### src/hw/rtl/sequenced_crc_frame_builder_top_defines.svh
// Assertion macros for the frame builder.
// Used by scfb_back, the module that carries concurrent checks.
`ifndef SEQUENCED_CRC_FRAME_BUILDER_TOP_DEFINES_SVH
`define SEQUENCED_CRC_FRAME_BUILDER_TOP_DEFINES_SVH
// check that a condition implies another on the same edge
`define SCFB_ASSERT_IMP(label, clk, rst_n, a, b) \
	label: assert property (@(posedge clk) disable iff (!rst_n) (a) |-> (b)) \
		else $error("check failed");
// check that a condition implies another on the following edge
`define SCFB_ASSERT_NXT(label, clk, rst_n, a, b) \
	label: assert property (@(posedge clk) disable iff (!rst_n) (a) |=> (b)) \
		else $error("check failed");
`endif

### src/hw/rtl/scfb_pkg.sv
// Types and constants of the frame builder.
// No dependencies.
`default_nettype none
package scfb_pkg;
	typedef struct packed {
		logic        kind;
		logic [7:0]  req_code;
		logic [15:0] request_length;
		logic [7:0]  data_byte;
	} in_item_t;

	typedef struct packed {
		logic [7:0] frame_byte;
		logic       frame_end;
		logic [1:0] status;
	} out_item_t;

	typedef enum logic [1:0] {
		FK_IDLE = 2'd0,
		FK_DATA = 2'd1,
		FK_GET  = 2'd2,
		FK_SET  = 2'd3
	} fkind_t;

	// job codes: what the back part emits for one queued job
	typedef enum logic [2:0] {
		OP_HDR  = 3'd0,  // header, then body bytes, then optional tail
		OP_BYTE = 3'd1,  // zero to two bytes, then optional tail
		OP_ERR  = 3'd2,  // one error result
		OP_NONE = 3'd3
	} op_t;

	// job queued from front to back
	typedef struct packed {
		op_t        op;
		logic [15:0] seq;
		logic [7:0]  code;
		logic [7:0]  b0;      // first byte (payload or first body byte)
		logic [7:0]  b1;
		logic [2:0]  nbytes;  // body bytes after header / count for byte job
		logic [2:0]  nzero;   // zeros after them
		logic        crc;     // end with crc
		logic [1:0]  status;
	} job_t;

	localparam logic [7:0] FC_HB   = 8'd193;
	localparam logic [7:0] FC_DATA = 8'd194;
	localparam logic [7:0] FC_GET  = 8'd195;
	localparam logic [7:0] FC_SET  = 8'd196;
	localparam logic [1:0] ST_OK   = 2'd0;
	localparam logic [1:0] ST_CODE = 2'd1;
	localparam logic [1:0] ST_BIG  = 2'd2;
	localparam int HDR_LEN = 18;

	function automatic logic [15:0] crc_byte(input logic [15:0] c_in, input logic [7:0] b);
		logic [15:0] c;
		c = c_in ^ {8'h00, b};
		for (int i = 0; i < 8; i++) begin
			c = c[0] ? ((c >> 1) ^ 16'hA001) : (c >> 1);
		end
		return c;
	endfunction

	function automatic logic [7:0] hdr_byte(input logic [4:0] i, input logic [15:0] seq,
			input logic [7:0] code);
		logic [7:0] r;
		case (i)
			5'd0: r = 8'hA1;
			5'd1: r = 8'h1A;
			5'd2: r = seq[7:0];
			5'd3: r = seq[15:8];
			5'd6: r = 8'h01;
			5'd7: r = code;
			default: r = 8'h00;
		endcase
		return r;
	endfunction
endpackage
`default_nettype wire

### src/hw/rtl/scfb_front.sv
// Front part: accepts items, tracks frame state, issues jobs.
// Depends on scfb_pkg.
`default_nettype none
module scfb_front import scfb_pkg::*; #(
	parameter int FRAME_LIMIT = 512
) (
	input  wire logic     clk,
	input  wire logic     arst_n,
	input  wire in_item_t in_item,
	input  wire logic     take,
	output job_t          job,
	output logic          job_valid
);
	localparam logic [17:0] LIM = 18'(FRAME_LIMIT);

	logic [15:0] seq_q;
	fkind_t      kind_q;
	logic [15:0] rem_q;
	logic [15:0] idx_q;
	logic [7:0]  sbl_q;

	logic [17:0] total;
	logic [7:0]  sbl;
	logic        supp;
	logic [15:0] len;
	logic [7:0]  code;
	logic [15:0] seq_nx;
	logic [16:0] ptot;
	logic        last;

	assign len  = in_item.request_length;
	assign code = in_item.req_code;
	assign seq_nx = (seq_q == 16'hFFFF) ? 16'd1 : seq_q + 16'd1;
	assign ptot = {1'b0, idx_q} + {1'b0, rem_q};
	assign last = (rem_q == 16'd1);

	always_comb begin
		sbl = (len > 16'd2) ? 8'(len - 16'd2) : 8'd0;
		supp = 1'b1;
		case (code)
			FC_HB:   total = 18'd21;
			FC_DATA: total = 18'd22 + {2'b00, len};
			FC_GET:  total = 18'd24 + ((len > 16'd4) ? {2'b00, len - 16'd4} : 18'd0);
			FC_SET:  total = 18'd23 + {10'd0, sbl};
			default: begin
				total = 18'd0;
				supp = 1'b0;
			end
		endcase
	end

	always_comb begin
		job = '0;
		job.op = OP_NONE;
		job.seq = seq_q;
		job.code = code;
		job.b0 = in_item.data_byte;
		if (!in_item.kind) begin
			if (!supp) begin
				job.op = OP_ERR;
				job.status = ST_CODE;
			end else if (total > LIM) begin
				job.op = OP_ERR;
				job.status = ST_BIG;
			end else begin
				job.op = OP_HDR;
				case (code)
					FC_HB: begin
						job.b0 = 8'h06;
						job.nbytes = 3'd1;
						job.crc = 1'b1;
					end
					FC_DATA: begin
						job.b0 = len[7:0];
						job.b1 = len[15:8];
						job.nbytes = 3'd2;
						job.crc = (len == 16'd0);
					end
					FC_GET: begin
						job.nzero = (len == 16'd0) ? 3'd4 : 3'd0;
						job.crc = (len == 16'd0);
					end
					default: begin
						job.nzero = (len == 16'd0) ? 3'd3 : 3'd0;
						job.crc = (len == 16'd0);
					end
				endcase
			end
		end else if (kind_q != FK_IDLE && rem_q != 16'd0) begin
			job.op = OP_BYTE;
			job.crc = last;
			case (kind_q)
				FK_DATA: job.nbytes = 3'd1;
				FK_GET: begin
					job.nbytes = ((idx_q < 16'd2 && ptot < 17'd2) ||
						(idx_q >= 16'd2 && idx_q < 16'd4 && ptot < 17'd4)) ? 3'd0 : 3'd1;
					if (last && ptot < 17'd2) job.nzero = 3'd4;
					else if (last && ptot < 17'd4) job.nzero = 3'd2;
				end
				default: begin
					if (idx_q < 16'd2) begin
						if (ptot >= 17'd2) begin
							job.b1 = sbl_q;
							job.nbytes = (idx_q == 16'd1) ? 3'd2 : 3'd1;
						end
					end else if ((idx_q - 16'd2) < {8'd0, sbl_q}) begin
						job.nbytes = 3'd1;
					end
					if (last && ptot < 17'd2) job.nzero = 3'd3;
				end
			endcase
			if (job.nbytes == 3'd0 && job.nzero == 3'd0 && !job.crc) job.op = OP_NONE;
		end
	end

	assign job_valid = take && (job.op != OP_NONE);

	always_ff @(posedge clk or negedge arst_n) begin
		if (!arst_n) begin
			seq_q <= '0;
			kind_q <= FK_IDLE;
			rem_q <= '0;
			idx_q <= '0;
			sbl_q <= '0;
		end else if (take) begin
			if (!in_item.kind) begin
				kind_q <= FK_IDLE;
				rem_q <= '0;
				idx_q <= '0;
				sbl_q <= '0;
				if (supp && total <= LIM) begin
					seq_q <= seq_nx;
					if (code != FC_HB && len != 16'd0) begin
						rem_q <= len;
						sbl_q <= sbl;
						kind_q <= (code == FC_DATA) ? FK_DATA :
							(code == FC_GET) ? FK_GET : FK_SET;
					end
				end
			end else if (kind_q != FK_IDLE && rem_q != 16'd0) begin
				rem_q <= rem_q - 16'd1;
				idx_q <= idx_q + 16'd1;
				if (last) kind_q <= FK_IDLE;
			end
		end
	end
endmodule
`default_nettype wire

### src/hw/rtl/scfb_back.sv
// Back part: expands jobs into result bytes with running CRC.
// Depends on scfb_pkg and the defines header.
`default_nettype none
`include "sequenced_crc_frame_builder_top_defines.svh"
module scfb_back import scfb_pkg::*; (
	input  wire logic clk,
	input  wire logic arst_n,
	input  wire job_t job,
	input  wire logic job_valid,
	output logic      job_take,
	output out_item_t out_item,
	output logic      out_valid,
	input  wire logic out_take
);
	// phase within a job: header count, body byte, zeros, crc lo, crc hi
	logic        busy_q;
	job_t        cur_q;
	logic [4:0]  hcnt_q;
	logic        in_hdr_q;
	logic [2:0]  bcnt_q;
	logic [2:0]  zcnt_q;
	logic [1:0]  ccnt_q;
	logic [15:0] crc_q;
	logic        ov_q;
	out_item_t   ob_q;

	logic        adv;
	out_item_t   nb;
	logic        crc_upd;
	logic        done;

	assign adv = !ov_q || out_take;

	always_comb begin
		nb = '0;
		crc_upd = 1'b0;
		done = 1'b0;
		if (cur_q.op == OP_ERR) begin
			nb.frame_end = 1'b1;
			nb.status = cur_q.status;
			done = 1'b1;
		end else if (in_hdr_q) begin
			nb.frame_byte = hdr_byte(hcnt_q, cur_q.seq, cur_q.code);
			crc_upd = 1'b1;
			done = (hcnt_q == 5'(HDR_LEN - 1)) && cur_q.nbytes == 3'd0 &&
				cur_q.nzero == 3'd0 && !cur_q.crc;
		end else if (bcnt_q != 3'd0) begin
			nb.frame_byte = (bcnt_q == cur_q.nbytes) ? cur_q.b0 : cur_q.b1;
			crc_upd = 1'b1;
			done = (bcnt_q == 3'd1) && cur_q.nzero == 3'd0 && !cur_q.crc;
		end else if (zcnt_q != 3'd0) begin
			crc_upd = 1'b1;
			done = (zcnt_q == 3'd1) && !cur_q.crc;
		end else if (ccnt_q == 2'd2) begin
			nb.frame_byte = crc_q[7:0];
		end else begin
			nb.frame_byte = crc_q[15:8];
			nb.frame_end = 1'b1;
			done = 1'b1;
		end
	end

	assign job_take = !busy_q || (adv && done);

	always_ff @(posedge clk or negedge arst_n) begin
		if (!arst_n) begin
			busy_q <= 1'b0;
			ov_q <= 1'b0;
			crc_q <= 16'hFFFF;
			in_hdr_q <= 1'b0;
			hcnt_q <= '0;
			bcnt_q <= '0;
			zcnt_q <= '0;
			ccnt_q <= '0;
		end else begin
			if (out_take) ov_q <= 1'b0;
			if (busy_q && adv) begin
				ov_q <= 1'b1;
				if (crc_upd) crc_q <= crc_byte(crc_q, nb.frame_byte);
				if (in_hdr_q) begin
					hcnt_q <= hcnt_q + 5'd1;
					if (hcnt_q == 5'(HDR_LEN - 1)) in_hdr_q <= 1'b0;
				end else if (bcnt_q != 3'd0) bcnt_q <= bcnt_q - 3'd1;
				else if (zcnt_q != 3'd0) zcnt_q <= zcnt_q - 3'd1;
				else if (ccnt_q != 2'd0) ccnt_q <= ccnt_q - 2'd1;
				if (done) busy_q <= 1'b0;
			end
			if (job_take && job_valid) begin
				busy_q <= 1'b1;
				in_hdr_q <= (job.op == OP_HDR);
				hcnt_q <= '0;
				bcnt_q <= job.nbytes;
				zcnt_q <= job.nzero;
				ccnt_q <= job.crc ? 2'd2 : 2'd0;
				if (job.op == OP_HDR) crc_q <= 16'hFFFF;
			end
			if (busy_q && adv && done && cur_q.crc && cur_q.op != OP_ERR)
				if (!(job_take && job_valid && job.op == OP_HDR)) crc_q <= 16'hFFFF;
		end
	end

	always_ff @(posedge clk) begin
		if (job_take && job_valid) cur_q <= job;
		if (busy_q && adv) ob_q <= nb;
	end

	assign out_item = ob_q;
	assign out_valid = ov_q;

	`SCFB_ASSERT_NXT(a_hold, clk, arst_n, ov_q && !out_take, ov_q && $stable(ob_q))
	`SCFB_ASSERT_IMP(a_take, clk, arst_n, job_valid && busy_q && !adv, !job_take)
	`SCFB_ASSERT_IMP(a_err, clk, arst_n, ov_q && ob_q.status != ST_OK, ob_q.frame_end)
endmodule
`default_nettype wire

### src/hw/rtl/sequenced_crc_frame_builder_top.sv
// Sequenced CRC frame builder: one item per cycle in; the front decodes each
// start or payload item into a job, the back expands jobs into frame bytes
// with a byte-wise Modbus CRC-16. Payload bytes flow at one per cycle while the
// output is popped; a start item occupies the output for its 18-byte header plus
// body and CRC bytes, and the input stalls (full) while the back is busy with a longer job.
// Depends on scfb_pkg, scfb_front and scfb_back.
`default_nettype none
module sequenced_crc_frame_builder_top import scfb_pkg::*; #(
	parameter int FRAME_LIMIT = 512
) (
	input  wire logic      clk,
	input  wire logic      arst_n,
	input  wire in_item_t  in_item,
	input  wire logic      push,
	output logic           full,
	output out_item_t      out_item,
	output logic           empty,
	input  wire logic      pop
);
	job_t job;
	logic job_valid, job_take, out_valid, take;

	// one-entry job queue realized by the back accepting when done
	assign full = !job_take;
	assign take = push && job_take;
	assign empty = !out_valid;

	scfb_front #(.FRAME_LIMIT(FRAME_LIMIT)) u_front (
		.clk, .arst_n, .in_item, .take, .job, .job_valid
	);

	scfb_back u_back (
		.clk, .arst_n, .job, .job_valid, .job_take,
		.out_item, .out_valid, .out_take(pop)
	);
endmodule
`default_nettype wire

### config.mk
export PLATFORM = sky130hd
export DESIGN_NAME = sequenced_crc_frame_builder_top
export DESIGN_NICKNAME = d
export VERILOG_FILES = /design/src/hw/rtl/scfb_pkg.sv /design/src/hw/rtl/scfb_front.sv /design/src/hw/rtl/scfb_back.sv /design/src/hw/rtl/sequenced_crc_frame_builder_top.sv
export VERILOG_INCLUDE_DIRS = /design/src /design/src/hw/rtl
export SDC_FILE = /design/constraint.sdc
export NUM_CORES = 1
export LEC_CHECK = 0
export BUFFER_PORTS_ARGS = -buffer_cell sky130_fd_sc_hd__buf_4
export CAP_MARGIN = 30
export CORE_MARGIN = 10
export CORE_UTILIZATION = 68
export DETAILED_ROUTE_END_ITERATION = 6
export GPL_TIMING_DRIVEN = 0
export PLACE_DENSITY = 0.87
export SLEW_MARGIN = 25
export SYNTH_ARGS = -nofsm -noshare
export SYNTH_HDL_FRONTEND = slang
export SYNTH_SLANG_ARGS = --single-unit
### constraint.sdc
create_clock -name clk -period 11.5 [get_ports clk]
set_clock_uncertainty 0.15 [all_clocks]
set_input_delay 2.875 -clock clk [delete_from_list [all_inputs] [get_ports clk]]
set_output_delay 2.875 -clock clk [all_outputs]
set_load 0.05 [all_outputs]
**After elaboration in Yosys (flattened, before gate mapping)**

Cells that the tools add are included.

- Reduce and logical (&&, ||, !) cells: 66
- Magnitude comparators: 11
- $add $sub $neg: 14
- Eq/ne operators: 28
- Bitwise operators: 11
- Multiplexer cells: 115

Operators by type and width:

| kind | count |
|---|---|
| $mux 16 | 22 |
| $mux 8 | 12 |
| $pmux 18 s4 | 1 |
| $mux 3 | 19 |
| $pmux 8 s6 | 1 |
| $mux 23 | 2 |
| $mux 2 | 20 |
| $add 16x1->16 const B | 2 |
| $eq 16x1->1 const B | 2 |
| $eq 8x8->1 const B | 4 |
| $reduce_bool 16->1 | 2 |
| $mux 15 | 2 |
| $mux 1 | 26 |
| $logic_and 1x1->1 | 25 |
| $not 2->3 | 8 |
| $add 5x18->18 const A | 1 |
| $gt 18x10->1 const B | 1 |
| $le 18x10->1 const B | 1 |
| $pmux 3 s2 | 3 |
| $reduce_bool 2->1 | 9 |
| $add 16x16->17 | 1 |
| $add 5x16->17 const A | 1 |
| $ge 17x2->1 const B | 1 |
| $lt 17x2->1 const B | 1 |
| other kinds (48) | 78 |

- Output and inout port bits: 13
- Bits in registers: 153
- Bits of input ports: 37
- Word-level logic and storage cells: 271

**Logic depth before layout (Yosys ltp)**

Gate-level depths: netlist of the first run.

- Depth in word-level cells: 29
- Depth in mapped cells: 21
- Gate-level depth less buffers: 16

**Modules after synthesis**

A second synthesis of the first run with hierarchy kept.

- Cell total of the unflattened synthesis: 1,179
- Area, all modules: 11,010.6 µm²

Modules (own cells, without submodules):

| module | cells an instance | area each (µm²) | times used | seq. area each (µm²) |
|---|---|---|---|---|
| scfb_front | 811 | 6,394.9 | 1 | 1,451.4 |
| scfb_back | 365 | 4,601.9 | 1 | 2,712.6 |
| sequenced_crc_frame_builder_top | 3 | 13.8 | 1 | 0.0 |

**Worst setup path before layout of the first run**

No wires, ideal clock.

- Path type: input port to flip-flop
- Start point: input port in_item[10] in the netlist's numbering
- End point: register u_front.sbl_q[1]
- Cell stages on the path: 21
- Library setup time: 0.083 ns
- Data required time: 11.267 ns
- Arrival time: 6.760 ns
- Slack: 4.507 ns
- Path buffers: 5
- Cell sequence: clkbuf_1 > inv_1 > ha_1 > buf_2 > or4b_1 > clkbuf_2 > o32ai_1 > nand3_1 > nand2_1 > ha_1 > a21oi_1 > o21a_1 > o31ai_1 > a31oi_1 > a211oi_2 > o21ai_2 > or3_1 > buf_2 > or3_1 > buf_2 > o22ai_1

- Longest elaborated chain between the ends: 7
- Elaborated cells between the ends (all ways): 16
- Classes of those cells: add/sub (5); order compare (3); mux (5); reduce/logical (3)

Ends and longest elaborated chain:

| item | line | RTL |
|---|---|---|
| from (decl) | sequenced_crc_frame_builder_top.sv:13 | `input wire in_item_t in_item,` |
| $sub 16x3->16 (tied with other cells) | scfb_front.sv:43 | `FC_GET: total = 18'd24 + ((len > 16'd4) ? {2'b00, len - 16'd4} : 18'd0);` |
| $mux 16 / $mux 8 (equally long branches) | scfb_front.sv:43, scfb_front.sv:38 |  |
| $add 5x18->18 / $add 5x8->9 (equally long branches) | scfb_front.sv:43, scfb_front.sv:44 |  |
| $pmux 18 s4 | scfb_front.sv:40 | `case (code)` |
| $le 18x10->1 | scfb_front.sv:131 | `if (supp && total <= LIM) begin` |
| $logic_and 1x1->1 | scfb_front.sv:131 |  |
| $mux 8 * | scfb_front.sv:131 |  |
| to (signal assigned) | scfb_front.sv:135 | `sbl_q <= sbl;` |
| to (decl) | scfb_front.sv:20 | `logic [7:0] sbl_q;` |

Every way passes the cells marked *; elsewhere a longest branch is shown, timed or not.
A chain may end at the register's enable or synchronous reset.

**Worst setup path after layout of the first run**

- Start point: input port in_item[11] in the netlist's numbering
- End point: register u_front.seq_q[7]

- Longest elaborated chain between the ends: 7
- Elaborated cells between the ends (all ways): 13
- Classes of those cells: add/sub (5); order compare (3); mux (3); reduce/logical (2)

Ends and longest elaborated chain:

| item | line | RTL |
|---|---|---|
| $sub 16x3->16 (tied with other cells) | scfb_front.sv:43 |  |
| $mux 16 / $mux 8 (equally long branches) | scfb_front.sv:43, scfb_front.sv:38 |  |
| $add 5x18->18 / $add 5x8->9 (equally long branches) | scfb_front.sv:43, scfb_front.sv:44 |  |
| $pmux 18 s4 * | scfb_front.sv:40 |  |
| $le 18x10->1 * | scfb_front.sv:131 |  |
| $logic_and 1x1->1 * | scfb_front.sv:131 |  |
| $reduce_and 3->1 (no source line) * | -- |  |
| to (signal assigned) | scfb_front.sv:132 | `seq_q <= seq_nx;` |
| to (decl) | scfb_front.sv:16 | `logic [15:0] seq_q;` |

Marked as above.

==> flow_metrics.py, run 1 <==
metrics = {
    "placed_design": {
        "gp_congestion": 0.9804,
        "place_worst_setup_slack_ps": 3111,
        "io_buffer_count": 43,
        "dpl.cell_count": 1338,
        "placed_area_um2": 10950,
        "detailedPlacementHpwl_um": 21170,
    },
    "synthesis": {
        "synth-async-reset-ratio_pct": 59.60,
        "post_synth_main_area_contributors": "dfrtp_1 18%, edfxtp_1 18%, ha_1 6.4%, dfstp_2 4.0%, xnor2_1 3.8%",
        "synth-warning-count": 0,
        "syn_nets": 1198,
        "synth-simple-area-share_pct": 19.03,
        "synth.avg_cell_area_um2": 9.382,
        "yosys-mux-area-fraction_pct": 3.361,
        "synth-compound-area-share_pct": 20.24,
        "synth_adder_area_share_pct": 6.578,
        "yosysUniqueCellTypes": 91,
        "synth_edf_count": 61,
        "synthDominantCellAreaShare_pct": 17.83,
        "synthTopCellsByCount": "102 x nand2_1, 74 x dfrtp_1, 74 x o21ai_0",
        "post_synth_inst_count": 1107,
        "synth-xor-area-share_pct": 6.927,
        "synth_top_family_by_area": "compound AO/OA/AOI/OAI gates",
        "synth_top_flop_cell": "dfrtp_1",
        "ys_ff_latch": 151,
        "synth_top_area_cell": "dfrtp_1",
        "synth.cell_area_um2": 10390,
        "synth.yosys.seq_area_share_pct": 39.51,
        "synth.most_common_cell": "nand2_1",
    },
    "sta": {
        "timing_max_transition_violations_final": 0,
        "period_needed_ps": 7739,
        "fin_crit_sh_pct": 67.29,
        "setup_ws_ps": 3761,
        "worst_hold_slack_after_final_layout_ps": 303.2,
        "worstMarginPinSlew_ps": 950.0,
        "slew_headroom_pct": 36.25,
        "finalHoldViolCount": 0,
        "achievable-frequency_mhz": 129.2,
        "grt_setup_unrepaired": "false",
        "setup_viol_count_final": 0,
        "accumulated_negative_setup_slack_ps": 0,
    },
    "detailed_routing": {
        "met2RoutedLength_um": 13130,
        "drcViolationCount": 0,
        "route.detailed.wl_per_inst_um": 20.96,
        "vias_per_cell": 6.840,
        "drt.antenna.violating_nets": 0,
        "post_route_met1_wirelength_um": 12060,
        "met3_length_um": 2772,
        "routed-via-count": 9377,
        "top_signal_layer_used": "met4",
        "drtIter0Drc": 1399,
        "drt_wl_total_um": 28730,
        "drt_pass1_iterations": 6,
    },
    "pwr": {
        "relative_contribution_of_the_clock_network_to_total_power_pct": 22.5,
        "leakagePower_nw": 4.754,
        "power_report.internal_total_mw": 1.475,
        "total_power_mw": 2.457,
        "power.sequential.fraction_pct": 32.8,
        "power_switching_share_pct": 39.96,
        "total_switching_power_mw": 0.9817,
        "worst_vdd_drop_v": 0.0001603,
        "power_density_nw_per_um2": 213.1,
        "power.share.combinational_pct": 44.7,
    },
    "floorplan": {
        "design.core.area_um2": 15090,
        "floorplan.die.width_um": 143.6,
        "num_rows": 45,
        "floorplan.die_area_um2": 20620,
        "initial_utilization_pct": 68.83,
        "ioPinCount": 50,
        "die-height_um": 143.6,
    },
    "min_path": {
        "min_from": "u_front.seq_q[6]",
        "min_delay_path_depth": 0,
        "hold_path.class": "flop to flop",
        "hold_path_end": "u_back.cur_q[39]",
    },
    "cts": {
        "cts_max_path_buffers": 2,
        "numCtsBuffers": 17,
        "numClockSinks": 151,
        "cts.hold.buffers_added": 0,
        "post_cts_buffers": 0,
        "cts_tree": "yes",
        "ctsRootBufferMaster": "clkbuf_16",
        "h-tree-depth": 4,
        "insertion_delay_ps": 430,
        "clk_pin_slew_worst_paths_ps": 60,
        "post_cts_sizing_count": 0,
    },
    "critical_path": {
        "endpoint_kind": "flop",
        "worst_r2r_path_depth": 13,
        "worst-r2r-setup-slack_ps": 6510,
        "worst_ep_arrival_time_ps": 7910,
        "required_ps": 11670,
        "r2r-end": "u_back.cur_q[40]",
        "critical_path_launch_point_type": "input pin",
        "reg2reg_from": "u_front.idx_q[0]",
        "setup.worst_path.class": "input pin to flop",
        "critical_path.max_fanout": 10,
    },
    "global_routing": {
        "gr_ovfl_total": 0,
        "grt_start_max_net_pins": 91,
        "grt_pass1_vias": 8792,
        "first_pass_grt_wire_length_um": 46740,
        "antenna_violations_before_repair": 0,
        "gr-usage-all-layers_pct": 28.47,
    },
    "run_status": {
        "run_status": "completed",
    },
    "cells_and_area": {
        "fin_cells": 1371,
        "number_of_antenna_diodes": 0,
        "drive_above_1_share_pct": 11.41,
        "stdcell_area_um2": 11530,
        "final_core_util_pct": 76.39,
        "synthToLayoutAreaGrowth_pct": 10.99,
        "design.final.nets": 1261,
    },
    "run": {
        "timing.max_cap.violations": 0,
    },
}
==> worst max-delay path, cell delays in order <==
cell,delay (ps)
buf_4,130
clkbuf_1,230
inv_1,230
ha_1,170
buf_2,220
or4b_1,450
clkbuf_2,190
o32ai_1,320
nand3_1,270
nand2_1,150
ha_1,220
a21oi_1,120
o21a_1,150
o31ai_1,290
a31oi_1,150
a211oi_2,310
o21ai_2,150
nor3_1,510
clkbuf_2,280
nand3b_1,190
o41ai_1,290
==> logic make-up after synthesis <==
group | after synthesis
AND/OR/NAND/NOR | 381
AO/OA/AOI/OAI | 298
flip-flops | 151
buffers and inverters | 112
XOR/XNOR | 79
adder cells (fa/ha/maj) | 54
multiplexers | 32
==> final cells by class <==
cell class	instances	area [um^2]
multi-input cells	844	5832
flip-flops and latches	151	4104
fillers	1014	3562
clock buffers	21	450.4
repair buffers	44	331.6
well taps	188	235.2
plain buffers	54	234.0
inverters	58	217.7
clock inverters	11	122.6
==> sequential cells by signal, summed over array words and instances (netlist names) <==
signal            count
u_back.in_hdr_q       1
u_back.out_item      11
u_back.crc_q         16
u_back.out_valid      1
u_back.bcnt_q         3
u_back.ccnt_q         2
u_front.rem_q        16
u_front.kind_q        2
u_front.seq_q        16
u_back.busy_q         1
u_back.cur_q         50
u_front.sbl_q         8
u_back.hcnt_q         5
u_front.idx_q        16
u_back.zcnt_q         3
==> cells in the final DEF (no fill, tap or decap), types with 10 or more instances in the layout <==
| cell | netlist | layout |
|---|---|---|
| a211oi_1 | 13 | 13 |
| a21o_1 | 17 | 17 |
| a21oi_1 | 38 | 38 |
| a22oi_1 | 10 | 10 |
| a31oi_1 | 19 | 19 |
| and2_1 | 17 | 17 |
| and3_1 | 20 | 20 |
| buf_4 | 0 | 42 |
| clkbuf_1 | 39 | 42 |
| clkbuf_16 | 0 | 17 |
| dfrtp_1 | 74 | 74 |
| dfstp_2 | 16 | 16 |
| edfxtp_1 | 61 | 61 |
| ha_1 | 53 | 53 |
| inv_1 | 57 | 57 |
| mux2i_1 | 24 | 24 |
| nand2_1 | 102 | 102 |
| nand2b_1 | 15 | 15 |
| nand3_1 | 36 | 36 |
| nand4_1 | 13 | 13 |
| nor2_1 | 69 | 69 |
| nor3_1 | 33 | 33 |
| nor4_1 | 10 | 10 |
| o211ai_1 | 18 | 18 |
| o21ai_0 | 74 | 73 |
| o311ai_0 | 10 | 10 |
| o31ai_1 | 12 | 12 |
| or3_1 | 11 | 11 |
| xnor2_1 | 45 | 45 |
| xor2_1 | 32 | 32 |
==> power by group through the flow <==
stage / Clock [mW] / Combinational (mW) / Sequential, mW
floorplan: 0 / 0.772 / 0.831
global placement: 0 / 1.02 / 0.805
detailed placement: 0 / 1.05 / 0.809
CTS: 0.549 / 1.08 / 0.803
global route: 0.575 / 1.19 / 0.821
finish: 0.552 / 1.10 / 0.807
==> per-layer routing <==
layer	GRT usage, %	up-vias
li1	-	4236
met1	39.18	4503
met2	44.53	549
met3	5.050	89
met4	9.404	0
met5	0	-
==> worst max path at each step <==
| stage | start | end | slack, ps | depth (start not counted) |
|---|---|---|---|---|
| floorplan | in_item[10] | u_front.sbl_q[1] | 4510 | 21 |
| global placement | in_item[11] | u_back.crc_q[11] | 3240 | 21 |
| detailed placement | in_item[11] | u_back.crc_q[14] | 3110 | 21 |
| CTS | in_item[11] | u_back.crc_q[11] | 3550 | 21 |
| global route | in_item[10] | u_front.seq_q[9] | 3410 | 22 |
| finish | in_item[11] | u_front.seq_q[7] | 3760 | 21 |
(Power assumes the default switching activity.)
==> inputs of run 2 (changes only) <==
Settings changed: ABC_AREA set to 1, CORE_UTILIZATION 68 to 63, PLACE_DENSITY 0.87 to 0.81.
Clock period 11.5 ns to 7.95 ns, I/O delays scaled along.
==> flow_metrics.py, run 2 <==
metrics = {
    "run_status": {
        "run_status": "completed",
    },
    "placed_design": {
        "detailedPlacementHpwl_um": 24310,
        "placed_area_um2": 12380,
        "place_worst_setup_slack_ps": 2129,
        "io_buffer_count": 47,
        "gp_congestion": 0.9848,
    },
    "sta": {
        "grt_setup_unrepaired": "false",
        "fin_crit_sh_pct": 68.97,
        "accumulated_negative_setup_slack_ps": 0,
        "achievable-frequency_mhz": 182.4,
        "setup_ws_ps": 2467,
        "worstMarginPinSlew_ps": 890.0,
        "timing_max_transition_violations_final": 0,
        "finalHoldViolCount": 0,
        "period_needed_ps": 5483,
        "slew_headroom_pct": 40.66,
        "setup_viol_count_final": 0,
    },
    "cells_and_area": {
        "layout_common_cells": "473 x nand2_1, 247 x inv_1, 174 x nand3_1, 171 x nor2_1, 74 x dfrtp_1",
        "filler_cell_count": 1527,
        "number_of_antenna_diodes": 0,
        "regMostFlops": "u_back.cur_q",
        "drive_above_1_share_pct": 8.381,
        "final_core_util_pct": 71.69,
        "most_common_cell_after_layout_fill_and_taps_aside": "nand2_1",
        "largest_register_ff_count": 50,
        "stdcell_area_um2": 13010,
        "synthToLayoutAreaGrowth_pct": 10.88,
        "design.final.nets": 1845,
    },
    "detailed_routing": {
        "drtIter0Drc": 909,
        "drt_pass1_iterations": 6,
        "drcViolationCount": 0,
        "route.detailed.wl_per_inst_um": 15.96,
        "drt.antenna.violating_nets": 0,
        "drt_wl_total_um": 31840,
        "routed-via-count": 11554,
        "vias_per_cell": 5.791,
    },
    "global_routing": {
        "grt_pass1_vias": 10706,
        "first_pass_grt_wire_length_um": 51680,
        "grt_start_max_net_pins": 91,
        "gr-usage-all-layers_pct": 25.79,
        "antenna_violations_before_repair": 0,
        "gr_ovfl_total": 0,
    },
    "synthesis": {
        "synth_top_area_cell": "dfrtp_1",
        "post_synth_main_area_contributors": "dfrtp_1 16%, edfxtp_1 16%, nand2_1 15%, inv_1 7.9%, nand3_1 7.4%",
        "synth_edf_count": 61,
        "synth.yosys.seq_area_share_pct": 34.98,
        "post_synth_inst_count": 1687,
        "synth.avg_cell_area_um2": 6.955,
        "ys_ff_latch": 151,
        "yosysUniqueCellTypes": 56,
        "synth-async-reset-ratio_pct": 59.60,
        "synth-warning-count": 0,
        "synth_top_flop_cell": "dfrtp_1",
        "synthTopCellsByCount": "473 x nand2_1, 247 x inv_1, 174 x nand3_1",
        "syn_nets": 1779,
        "synth.most_common_cell": "nand2_1",
        "synth.cell_area_um2": 11730,
        "synthDominantCellAreaShare_pct": 15.78,
    },
    "floorplan": {
        "ioPinCount": 50,
        "initial_utilization_pct": 64.66,
        "floorplan.die.width_um": 156.5,
        "num_rows": 49,
        "floorplan.die_area_um2": 24480,
        "design.core.area_um2": 18150,
        "die-height_um": 156.5,
    },
    "pwr": {
        "power.sequential.fraction_pct": 33.5,
        "total_switching_power_mw": 1.618,
        "worst_vdd_drop_v": 0.0001941,
        "power_report.internal_total_mw": 2.085,
        "total_power_mw": 3.703,
        "leakagePower_nw": 6.498,
        "relative_contribution_of_the_clock_network_to_total_power_pct": 23.6,
        "power_density_nw_per_um2": 284.6,
        "power.share.combinational_pct": 42.9,
        "power_switching_share_pct": 43.68,
    },
    "critical_path": {
        "worst_ep_arrival_time_ps": 5650,
        "endpoint_kind": "flop",
        "critical_path_launch_point_type": "input pin",
        "critical_path.max_fanout": 10,
        "crit_slowest_cell": "inv_1",
        "path_common_cell": "nand2_1",
        "required_ps": 8110,
        "setup.worst_path.class": "input pin to flop",
        "critical_path.max_stage_delay_ps": 290,
    },
    "cts": {
        "insertion_delay_ps": 440,
        "post_cts_buffers": 0,
        "numClockSinks": 151,
        "ctsRootBufferMaster": "clkbuf_16",
        "post_cts_sizing_count": 0,
        "clk_pin_slew_worst_paths_ps": 70,
        "h-tree-depth": 4,
        "cts_tree": "yes",
        "numCtsBuffers": 17,
        "cts.hold.buffers_added": 0,
        "cts_max_path_buffers": 2,
    },
    "min_path": {
        "hold_path.class": "flop to flop",
    },
    "run": {
        "timing.max_cap.violations": 0,
    },
}
-- run 2: cell types whose count changed after synthesis, sizes merged, moves of 22 or more --
cell	previous run	this run
nand3	36	178
nand4	13	35
nor2	69	182
inv	57	251
xnor2	45	4
nand2	102	480
-- run 2: area by class of cell --
class	instances	area [um^2]	share of cell area (%)
Buffer	35	183.9	1.414
Clock buffer	17	425.4	3.270
Clock inverter	15	205.2	1.577
Inverter	254	953.4	7.328
Multi-Input combinational cell	1247	6495	49.92
Sequential cell	151	4104	31.54
Tap cell	229	286.5	2.202
Timing Repair Buffer	47	356.6	2.741
-- run 2: power groups by stage --
stage               sequential, mW  combinational [mW]  clock (mW)
finish                        1.24                1.59       0.875
detailed placement            1.25                1.56           0
floorplan                     1.26                1.12           0
global route                  1.26                1.79       0.907
global placement              1.24                1.50           0
CTS                           1.24                1.57       0.873
-- run 2: per-layer routing --
| layer | global-route usage (%) | routed length [um] |
|---|---|---|
| met5 | 0 | 0 |
| met4 | 11.06 | 1292 |
| met3 | 4.441 | 2003 |
| met2 | 43.65 | 15130 |
| met1 | 31.83 | 13420 |
-- run 2: logic make-up (layout without fill, tap and decap cells) --
family | after synthesis | after routing | share of synthesized area (%)
adder cells (fa/ha/maj) | 55 | 55 | 5.929
AND/OR/NAND/NOR | 950 | 950 | 35.83
multiplexers | 3 | 3 | 0.2559
buffers and inverters | 289 | 368 | 9.672
AO/OA/AOI/OAI | 185 | 185 | 9.245
flip-flops | 151 | 151 | 34.98
XOR/XNOR | 54 | 54 | 4.095
-- run 2: path summary, 6_finish.rpt --
| path | startpoint | endpoint | slack [ps] | cells past startpoint |
|---|---|---|---|---|
| min in group asynchronous | arst_n | u_front.seq_q[15] | 1480 | 1 |
| hold reg to reg | u_front.seq_q[14] | u_back.cur_q[47] | 300 | 0 |
| setup reg to reg | u_front.idx_q[1] | u_back.cur_q[9] | 3780 | 17 |
| max in group asynchronous | arst_n | u_back.bcnt_q[2] | 5560 | 1 |
| setup / recovery | in_item[10] | u_front.seq_q[12] | 2470 | 25 |
| hold / removal | u_front.seq_q[14] | u_back.cur_q[47] | 300 | 0 |
-- run 2: critical path, delay by kind of cell --
family                     cells  cell delay [ps]
buffers and inverters          6              980
and+or+nand+nor               12             1510
AOI/OAI and AO/OA              5              630
adders and majority gates      2              510
-- run 2: stage by stage --
stage	cells	hold slack (ps)
final	1995	299.2
after global placement	1963	281.8
after CTS	1995	301.3
after detailed placement	1963	284.8
after floorplan	1687	274.9
after global routing	1995	315.8
==> inputs of run 3 (changes only) <==
Settings changed: CORE_UTILIZATION 63 to 57, PLACE_DENSITY 0.81 to 0.78.
Clock period 7.95 ns to 4.44 ns, I/O delays scaled along.
==> flow_metrics.py, run 3 (same netlist as run 2, synthesis figures left out) <==
metrics = {
    "run_status": {
        "run_status": "completed",
    },
    "floorplan": {
        "initial_utilization_pct": 57.99,
        "die-height_um": 163.5,
        "ioPinCount": 50,
        "design.core.area_um2": 20230,
        "floorplan.die.width_um": 163.5,
        "num_rows": 52,
        "floorplan.die_area_um2": 26720,
    },
    "pwr": {
        "power_density_nw_per_um2": 495.8,
        "worst_vdd_drop_v": 0.0002814,
        "power.sequential.fraction_pct": 34.0,
        "relative_contribution_of_the_clock_network_to_total_power_pct": 22.3,
        "power_switching_share_pct": 43.78,
        "power.share.combinational_pct": 43.7,
        "power_report.internal_total_mw": 3.660,
        "total_power_mw": 6.510,
        "leakagePower_nw": 6.524,
        "total_switching_power_mw": 2.850,
    },
    "placed_design": {
        "io_buffer_count": 47,
        "detailedPlacementHpwl_um": 24530,
        "gp_congestion": 0.9583,
        "dpl.cell_count": 2004,
        "placed_area_um2": 12430,
        "place_worst_setup_slack_ps": -393.9,
    },
    "cells_and_area": {
        "regMostFlops": "u_back.cur_q",
        "drive_above_1_share_pct": 9.157,
        "most_common_cell_after_layout_fill_and_taps_aside": "nand2_1",
        "stdcell_area_um2": 13130,
        "fin_cells": 2050,
        "layout_common_cells": "472 x nand2_1, 245 x inv_1, 174 x nand3_1, 171 x nor2_1, 74 x dfrtp_1",
        "design.final.nets": 1859,
        "largest_register_ff_count": 50,
        "synthToLayoutAreaGrowth_pct": 11.90,
        "number_of_antenna_diodes": 0,
    },
    "cts": {
        "numCtsBuffers": 17,
        "cts_tree": "yes",
        "ctsRootBufferMaster": "clkbuf_16",
        "h-tree-depth": 4,
        "insertion_delay_ps": 430,
        "numClockSinks": 151,
        "cts_max_path_buffers": 2,
        "cts.hold.buffers_added": 0,
        "clk_pin_slew_worst_paths_ps": 70,
    },
    "global_routing": {
        "gr_ovfl_total": 0,
        "gr-usage-all-layers_pct": 24.05,
        "antenna_violations_before_repair": 0,
        "grt_start_max_net_pins": 91,
        "first_pass_grt_wire_length_um": 52670,
        "grt_pass1_vias": 10669,
    },
    "critical_path": {
        "critical_path.cell_chain": "buf_4, clkinvlp_4, ha_1, nand2_1, o21ai_0, nand3_2, buf_4, inv_1, nor2_1, inv_1, ha_1, o21a_1, nand3_1, nor2_1, a21oi_1, nor2_1, nand2_1, a21oi_4, nand3_4, nor2_4, buf_4, o21ai_0",
        "critical_path.max_stage_delay_ps": 280,
        "crit_slowest_cell": "a21oi_4",
        "timing.critical_path.depth": 22,
        "endpoint_kind": "flop",
        "path_buf_inv": 6,
        "critical_path.max_fanout": 10,
        "required_ps": 4450,
        "critical-path-top-delay-family": "simple AND/OR/NAND/NOR gates",
        "reg2reg_from": "u_front.idx_q[0]",
        "worst-r2r-setup-slack_ps": 270,
        "r2r-end": "u_back.cur_q[43]",
        "worst_r2r_path_depth": 20,
        "critical_path_launch_point_type": "input pin",
        "setup.worst_path.class": "input pin to flop",
        "worst_ep_arrival_time_ps": 4240,
    },
    "min_path": {
        "min_from": "u_front.seq_q[14]",
        "hold_path_end": "u_back.cur_q[47]",
        "min_delay_path_depth": 0,
        "hold_path.class": "flop to flop",
    },
    "detailed_routing": {
        "drcViolationCount": 0,
        "route.detailed.wl_per_inst_um": 15.66,
        "drt.antenna.violating_nets": 0,
        "drt_pass1_iterations": 6,
        "drtIter0Drc": 966,
        "vias_per_cell": 5.563,
        "drt_wl_total_um": 32110,
        "routed-via-count": 11405,
    },
    "sta": {
        "setup_ws_ps": 204.3,
        "achievable-frequency_mhz": 236.1,
        "period_needed_ps": 4236,
        "accumulated_negative_setup_slack_ps": 0,
        "slew_headroom_pct": 37.30,
        "fin_crit_sh_pct": 95.40,
        "finalHoldViolCount": 0,
        "grt_setup_unrepaired": "false",
        "worstMarginPinSlew_ps": 940.5,
        "timing_max_transition_violations_final": 0,
        "setup_viol_count_final": 0,
    },
    "run": {
        "timing.max_cap.violations": 0,
    },
}
[run 3: changes by cell type in the layout (fill, tap and decap cells not counted), sizes merged]
| cell | delta |
|---|---|
| inv | -6 |
| clkbuf | +1 |
| clkinv | +2 |
| bufinv | -1 |
| clkinvlp | +4 |
| buf | +14 |
[run 3: final cells by class]
| cell class | instances | area (um^2) |
|---|---|---|
| multi-input cells | 1247 | 6500 |
| clock buffers | 18 | 429.2 |
| clock inverters | 14 | 150.1 |
| flip-flops and latches | 151 | 4104 |
| well taps | 270 | 337.8 |
| plain buffers | 35 | 186.4 |
| inverters | 254 | 960.9 |
| fillers | 1761 | 7104 |
| repair buffers | 61 | 461.7 |
[run 3: worst max-delay path by stage]
stage | endpoint | startpoint | slack (ps)
2_1_floorplan | u_back.cur_q[50] | in_item[10] | 380
3_3_place_gp | u_front.seq_q[1] | in_item[10] | -340
3_5_place_dp | u_front.seq_q[3] | in_item[10] | -390
4_1_cts | u_front.seq_q[3] | in_item[10] | 40
5_1_grt | u_back.cur_q[22] | in_item[11] | 7
6_report | u_back.cur_q[50] | in_item[11] | 200
[run 3: repair_timing]
action,4_1_cts,5_1_grt
resized for setup,0,9
setup endpoints to repair,0,68
buffers inserted,0,14
[run 3: per-stage QoR]
step,hold slack [ps],util (%)
after floorplan,274.9,-
after global placement,282.4,61.40
after detailed placement,299.5,61.43
after CTS,316.2,64.30
after global routing,320.8,64.89
final,314.0,64.89
[run 3: power by group through the flow]
stage | Clock, mW | Combinational [mW] | Sequential [mW]
2_1_floorplan | 0 | 2.00 | 2.25
3_3_place_gp | 0 | 2.70 | 2.22
3_5_place_dp | 0 | 2.79 | 2.23
4_1_cts | 1.46 | 2.80 | 2.21
5_1_grt | 1.52 | 3.20 | 2.25
6_report | 1.45 | 2.84 | 2.21
[run 3: per-layer routing]
| metal | track usage, % | share of wire (%) |
|---|---|---|
| met1 | 29.92 | 43 |
| met4 | 8.773 | 2.7 |
| met3 | 4.455 | 6.2 |
| met5 | 0 | 0 |
| met2 | 40.77 | 48 |
